===== config.mk =====
export PLATFORM = sky130hd
export DESIGN_NAME = rva_cordic_cell
export DESIGN_NICKNAME = d
export VERILOG_FILES = /design/src/hdl/rotate_vector_about_axis_macros.svh /design/src/hdl/rva_pkg.sv /design/src/hdl/rva_cordic_cell.sv
export SDC_FILE = /design/constraint.sdc
export NUM_CORES = 1
export LEC_CHECK = 0
export ABC_AREA = 1
export BUFFER_PORTS_ARGS = -buffer_cell sky130_fd_sc_hd__buf_2
export CAP_MARGIN = 20
export CELL_PAD_IN_SITES_DETAIL_PLACEMENT = 1
export CELL_PAD_IN_SITES_GLOBAL_PLACEMENT = 2
export CORE_MARGIN = 2
export CORE_UTILIZATION = 32
export CTS_BUF_LIST = sky130_fd_sc_hd__clkbuf_8
export CTS_CLUSTER_SIZE = 14
export DETAILED_ROUTE_END_ITERATION = 8
export PLACE_DENSITY_LB_ADDON = 0.2
export SLEW_MARGIN = 40
export SYNTH_ARGS = -nofsm -noshare
export SYNTH_HDL_FRONTEND = slang
export SYNTH_SLANG_ARGS = --single-unit

===== constraint.sdc =====
create_clock -name clk -period 3.8 [get_ports clk]
set_input_delay 0.76 -clock clk [delete_from_list [all_inputs] [get_ports clk]]
set_output_delay 0.76 -clock clk [all_outputs]
set_load 0.005 [all_outputs]

===== src/hdl/rotate_vector_about_axis_macros.svh =====
// ----------------------------------------------------------------------------
// rotate_vector_about_axis_macros
// Assertion macros shared by the rotation block.
// ----------------------------------------------------------------------------
`ifndef ROTATE_VECTOR_ABOUT_AXIS_MACROS_SVH
`define ROTATE_VECTOR_ABOUT_AXIS_MACROS_SVH

// same-cycle implication, off during reset
`define RVA_ASSERT_IMP(lbl, ck, rn, ante, cons, msg) \
	lbl: assert property (@(posedge ck) disable iff (!rn) (ante) |-> (cons)) else $error(msg);

// next-cycle implication, off during reset
`define RVA_ASSERT_NEXT(lbl, ck, rn, ante, cons, msg) \
	lbl: assert property (@(posedge ck) disable iff (!rn) (ante) |=> (cons)) else $error(msg);

`endif


===== src/hdl/rva_pkg.sv =====
// ----------------------------------------------------------------------------
// rva_pkg
// Shared widths, constants and the arctangent table of the rotation block.
// ----------------------------------------------------------------------------
`default_nettype none

package rva_pkg;

	localparam int COORD_WIDTH_DEF   = 32;
	localparam int FRAC_BITS_DEF     = 16;
	localparam int CORDIC_STAGES_DEF = 24;

	localparam int ANGLE_WIDTH = 31;
	localparam int XW          = 34;   // CORDIC x/y, Q2.30 plus headroom
	localparam int ZW          = 34;   // CORDIC residual angle, Q2.30
	localparam int CS_W        = 33;   // sine / cosine
	localparam int OMC_W       = 34;   // one minus cosine
	localparam int MID_W       = 62;   // clamped product, +-2^60
	localparam int DOT_W       = 63;   // sum or difference of clamped products
	localparam int SUM_W       = 64;   // sum of three clamped products
	localparam int MUL_SPLIT   = 32;   // width of the low, unsigned half of operand a
	localparam int TRIG_SHIFT  = 30;

	localparam logic signed [XW-1:0]    CF_GAIN     = 34'sd652032874;
	localparam logic signed [ZW-1:0]    Q30_PI      = 34'sd3373259426;
	localparam logic signed [ZW-1:0]    Q30_HALF_PI = 34'sd1686629713;
	localparam logic signed [OMC_W-1:0] Q30_ONE     = 34'sd1073741824;

	localparam logic [31:0] ATAN_Q30 [32] = '{
		32'h3243F6A8, 32'h1DAC6705, 32'h0FADBAFC, 32'h07F56EA6, 32'h03FEAB76, 32'h01FFD55B,
		32'h00FFFAAA, 32'h007FFF55, 32'h003FFFEA, 32'h001FFFFD, 32'h000FFFFF, 32'h0007FFFF,
		32'h0003FFFF, 32'h0001FFFF, 32'h0000FFFF, 32'h00007FFF, 32'h00003FFF, 32'h00001FFF,
		32'h00000FFF, 32'h000007FF, 32'h000003FF, 32'h000001FF, 32'h000000FF, 32'h0000007F,
		32'h0000003F, 32'h0000001F, 32'h0000000F, 32'h00000008, 32'h00000004, 32'h00000002,
		32'h00000001, 32'h00000000
	};

endpackage

`default_nettype wire


===== src/hdl/rva_cordic_cell.sv =====
// ----------------------------------------------------------------------------
// rva_cordic_cell
// One rotation-mode CORDIC iteration; carries the item's side data along.
// ----------------------------------------------------------------------------
`default_nettype none

module rva_cordic_cell import rva_pkg::*; #(
	parameter int IDX = 0,
	parameter int SW  = 1
) (
	input  logic                 clk,
	input  logic                 en,
	input  logic signed [XW-1:0] x,
	input  logic signed [XW-1:0] y,
	input  logic signed [ZW-1:0] z,
	input  logic [SW-1:0]        side,
	output logic signed [XW-1:0] x_nxt,
	output logic signed [XW-1:0] y_nxt,
	output logic signed [ZW-1:0] z_nxt,
	output logic [SW-1:0]        side_nxt
);

	localparam logic signed [ZW-1:0] ATAN_I = ZW'(ATAN_Q30[IDX]);

	logic signed [XW-1:0] x_sh;
	logic signed [XW-1:0] y_sh;
	logic signed [XW-1:0] x_q;
	logic signed [XW-1:0] y_q;
	logic signed [ZW-1:0] z_q;
	logic [SW-1:0]        side_q;

	assign x_sh = x >>> IDX;
	assign y_sh = y >>> IDX;

	always_ff @(posedge clk) begin
		if (en) begin
			if (z >= 0) begin
				x_q <= x - y_sh;
				y_q <= y + x_sh;
				z_q <= z - ATAN_I;
			end else begin
				x_q <= x + y_sh;
				y_q <= y - x_sh;
				z_q <= z + ATAN_I;
			end
			side_q <= side;
		end
	end

	assign x_nxt    = x_q;
	assign y_nxt    = y_q;
	assign z_nxt    = z_q;
	assign side_nxt = side_q;

endmodule

`default_nettype wire


==> metrics.csv <==
metric,value,unit
cts_setup_buffers,0,
fmax,291,MHz
crit_path_end,z_nxt[32]$_DFFE_PP_,
start_kind,input port,
antenna_found_initial,0,
irDropWorstVdd,0.158,mV
synthSimpleGateAreaFrac,32.6,%
syn-num-nets,2124,
grt_setup_unrepaired,false,
via_per_inst,5.05,
synthXorXnorAreaFrac,3.83,%
remaining_drc_errors,0,
htreeDepth,3,
area_growth_syn_to_layout,18.1,%
synth_top_area_cell,edfxtp_1,
final_layout_size_suffix_gt1_share,15.6,%
fin_ws,0.366,ns
setup_violations,0,
initial_utilization,32.6,%
hold_viol,0,
cts-hold-fix-buffers,0,
hp-class,input port to flop,
die_height,200,um
drtPass1Iterations,5,
critPathKind,input port to flop,
cp_max_fo,14,
ios,208,
required,4.01,ns
pre_cts_slack,-0.0975,ns
rows,71,
slew_headroom,55.9,%
hold_start,side,
finalNetCount,2385,
synth_top_family_by_area,simple AND/OR/NAND/NOR gates,
clk_root_buffer_cell,clkbuf_8,
ant_nets,0,
synth_area,0.0124,mm^2
max-cap-violations,0,
synth_top_area_share,24.8,%
place_congestion,0.871,
clk_path_buf_depth,2,
hpwl,45.3,mm
syn_avg_cell_area,6.55,um^2
fill_cells,5054,
grt_pass1_wl,81.6,mm
grt_max_degree,61,
min_period,3.43,ns
synth_fa_ha_area_share,13.7,%
arrival,3.65,ns
die_w,200,um
num_antenna_cells,0,
startpoint,z[31],
p_leak,7.42,nW
port_buffers,207,
final.setup.tns,0,ns
synth_mux_area_share,0,%
cts_tree,yes,
coreArea,0.0378,mm^2
synth-compound-area-share,14.5,%
post_cts_resized,0,
fp.dieArea,0.0402,mm^2
clock-sinks,102,
worst_pin_slew,0.662,ns
cts_buffers,9,
drv_slew,0,
track_usage,26.2,%
post_synth_num_cell_types,44,
grt_overflow,0,
detail_route.wl_per_cell,19.7,um
cts.reportedPaths.clkPinSlew,0.11,ns
seq_area,0.00306,mm^2
vias,13456,
synthCells,1886,
grt_pass1_vias,14456,
synthTopCellsByArea,"edfxtp_1 (25%), nand2_1 (16%), ha_1 (13%)",
end_kind,flop,
drt_iter0_drc,591,
multi_input_area,0.00799,mm^2
period_share,90.4,%
synth-seq-cells,102,
status,"finished, final reports clean",
drt_wl_total,52.5,mm
yosysSeqAreaShare,24.8,%
yosys_warnings,0,
powerDensity,299,mW/mm^2
critical path, stage by stage:
cell      delay (ns)
buf_2           0.10
or2_1           0.24
nor3_1          0.35
nand3_1         0.13
buf_4           0.17
nor2_1          0.19
nor2_4          0.14
ha_1            0.35
a21oi_1         0.18
a21boi_1        0.28
o21ai_1         0.17
nand2_1         0.09
nand2_1         0.16
nand2_1         0.15
nand2_1         0.06
nand2_1         0.06
nand2_1         0.04
synthesized netlist by cell type:
| master | n |
|---|---|
| o21ai_0 | 105 |
| inv_4 | 1 |
| a21boi_1 | 2 |
| nor2_2 | 3 |
| o21ai_2 | 3 |
| nand2_1 | 536 |
| nand3_1 | 163 |
| nor4_2 | 3 |
| clkbuf_1 | 1 |
| nor4_1 | 9 |
| buf_4 | 22 |
| o21bai_1 | 18 |
| fa_1 | 4 |
| a211oi_1 | 1 |
| nor2_1 | 180 |
| or2_1 | 2 |
| o211ai_1 | 2 |
| a31oi_1 | 8 |
| or2_2 | 4 |
| o211ai_2 | 1 |
| a21o_1 | 13 |
| nand4_1 | 20 |
| nor3_2 | 3 |
| and2_1 | 2 |
| nand3_2 | 1 |
| ha_1 | 129 |
| o21ai_4 | 1 |
| inv_2 | 4 |
| a21oi_1 | 151 |
| inv_1 | 260 |
| xor2_1 | 47 |
| nand3b_1 | 4 |
| o21a_1 | 3 |
| o21ai_1 | 18 |
| and3_1 | 2 |
| nand2_2 | 2 |
| buf_6 | 8 |
| a21oi_2 | 1 |
| edfxtp_1 | 102 |
| or2_0 | 1 |
| a21boi_0 | 1 |
| nor3_1 | 28 |
| xnor2_1 | 7 |
| buf_2 | 10 |
sequential cells by signal, indices dropped and copies added, names as in the netlist:
register and cells:
side_nxt 1, x_nxt 34, y_nxt 33, z_nxt 34
worst min path at each step:
stage	endpoint	slack, ns	depth (start not counted)
global route	side_nxt$_DFFE_PP_	0.46	1
finish	side_nxt$_DFFE_PP_	0.49	1
CTS	side_nxt$_DFFE_PP_	0.46	1
floorplan	side_nxt$_DFFE_PP_	0.86	0
global placement	side_nxt$_DFFE_PP_	0.94	1
detailed placement	side_nxt$_DFFE_PP_	0.95	1
power breakdown:
part / switching (mW) / internal (mW) / total [mW]
combinational: 1.32 / 0.716 / 2.04
sequential: 0.0538 / 1.45 / 1.51
clock: 0.541 / 0.270 / 0.811
total: 1.91 / 2.44 / 4.36
cell families (layout without fill, tap and decap cells):
group,count (synthesis),after routing
compound gates,328,328
flops,102,102
simple gates,963,963
buf+inv,306,572
xor+xnor,54,54
fa+ha+maj,133,133
cell type report:
cell class	count	share of cell area (%)
Inverter	265	6.84
Timing Repair Buffer	291	11.5
Tap cell	511	4.38
Clock buffer	9	0.849
Multi-Input combinational cell	1478	54.8
Clock inverter	7	0.609
Sequential cell	102	21.0
per-layer routing:
metal | up-vias | track usage [%] | routed length (um)
li1 | 6707 | - | -
met1 | 6411 | 33.2 | 23700
met3 | 62 | 2.97 | 1840
met4 | 0 | 8.57 | 1570
met5 | - | 0 | 0
met2 | 276 | 46.5 | 25400
per-stage QoR:
step	cell area, um^2	util, %	hold WS (ns)	total power [mW]	cells
5_1_grt	14600	38.5	0.465	4.67	2663
4_1_cts	14600	38.5	0.459	4.40	2663
6_report	14600	38.5	0.493	4.36	2663
2_1_floorplan	12400	-	0.859	2.68	1886
3_5_place_dp	14400	38.0	0.947	3.57	2647
3_3_place_gp	14400	38.0	0.937	3.54	2647
layout by cell type, fill, tap and decap left out, types with 4 or more instances in the layout:
| cell | instances |
|---|---|
| nand2_1 | 536 |
| inv_1 | 260 |
| buf_2 | 206 |
| nor2_1 | 179 |
| nand3_1 | 163 |
| a21oi_1 | 151 |
| ha_1 | 129 |
| o21ai_0 | 105 |
| edfxtp_1 | 102 |
| buf_4 | 84 |
| xor2_1 | 47 |
| nor3_1 | 28 |
| nand4_1 | 20 |
| o21bai_1 | 18 |
| o21ai_1 | 18 |
| a21o_1 | 13 |
| nor4_1 | 9 |
| clkbuf_8 | 9 |
| a31oi_1 | 8 |
| xnor2_1 | 7 |
| nand3b_1 | 4 |
| inv_2 | 4 |
| or2_2 | 4 |
| fa_1 | 4 |
(Power assumes the default switching activity.)
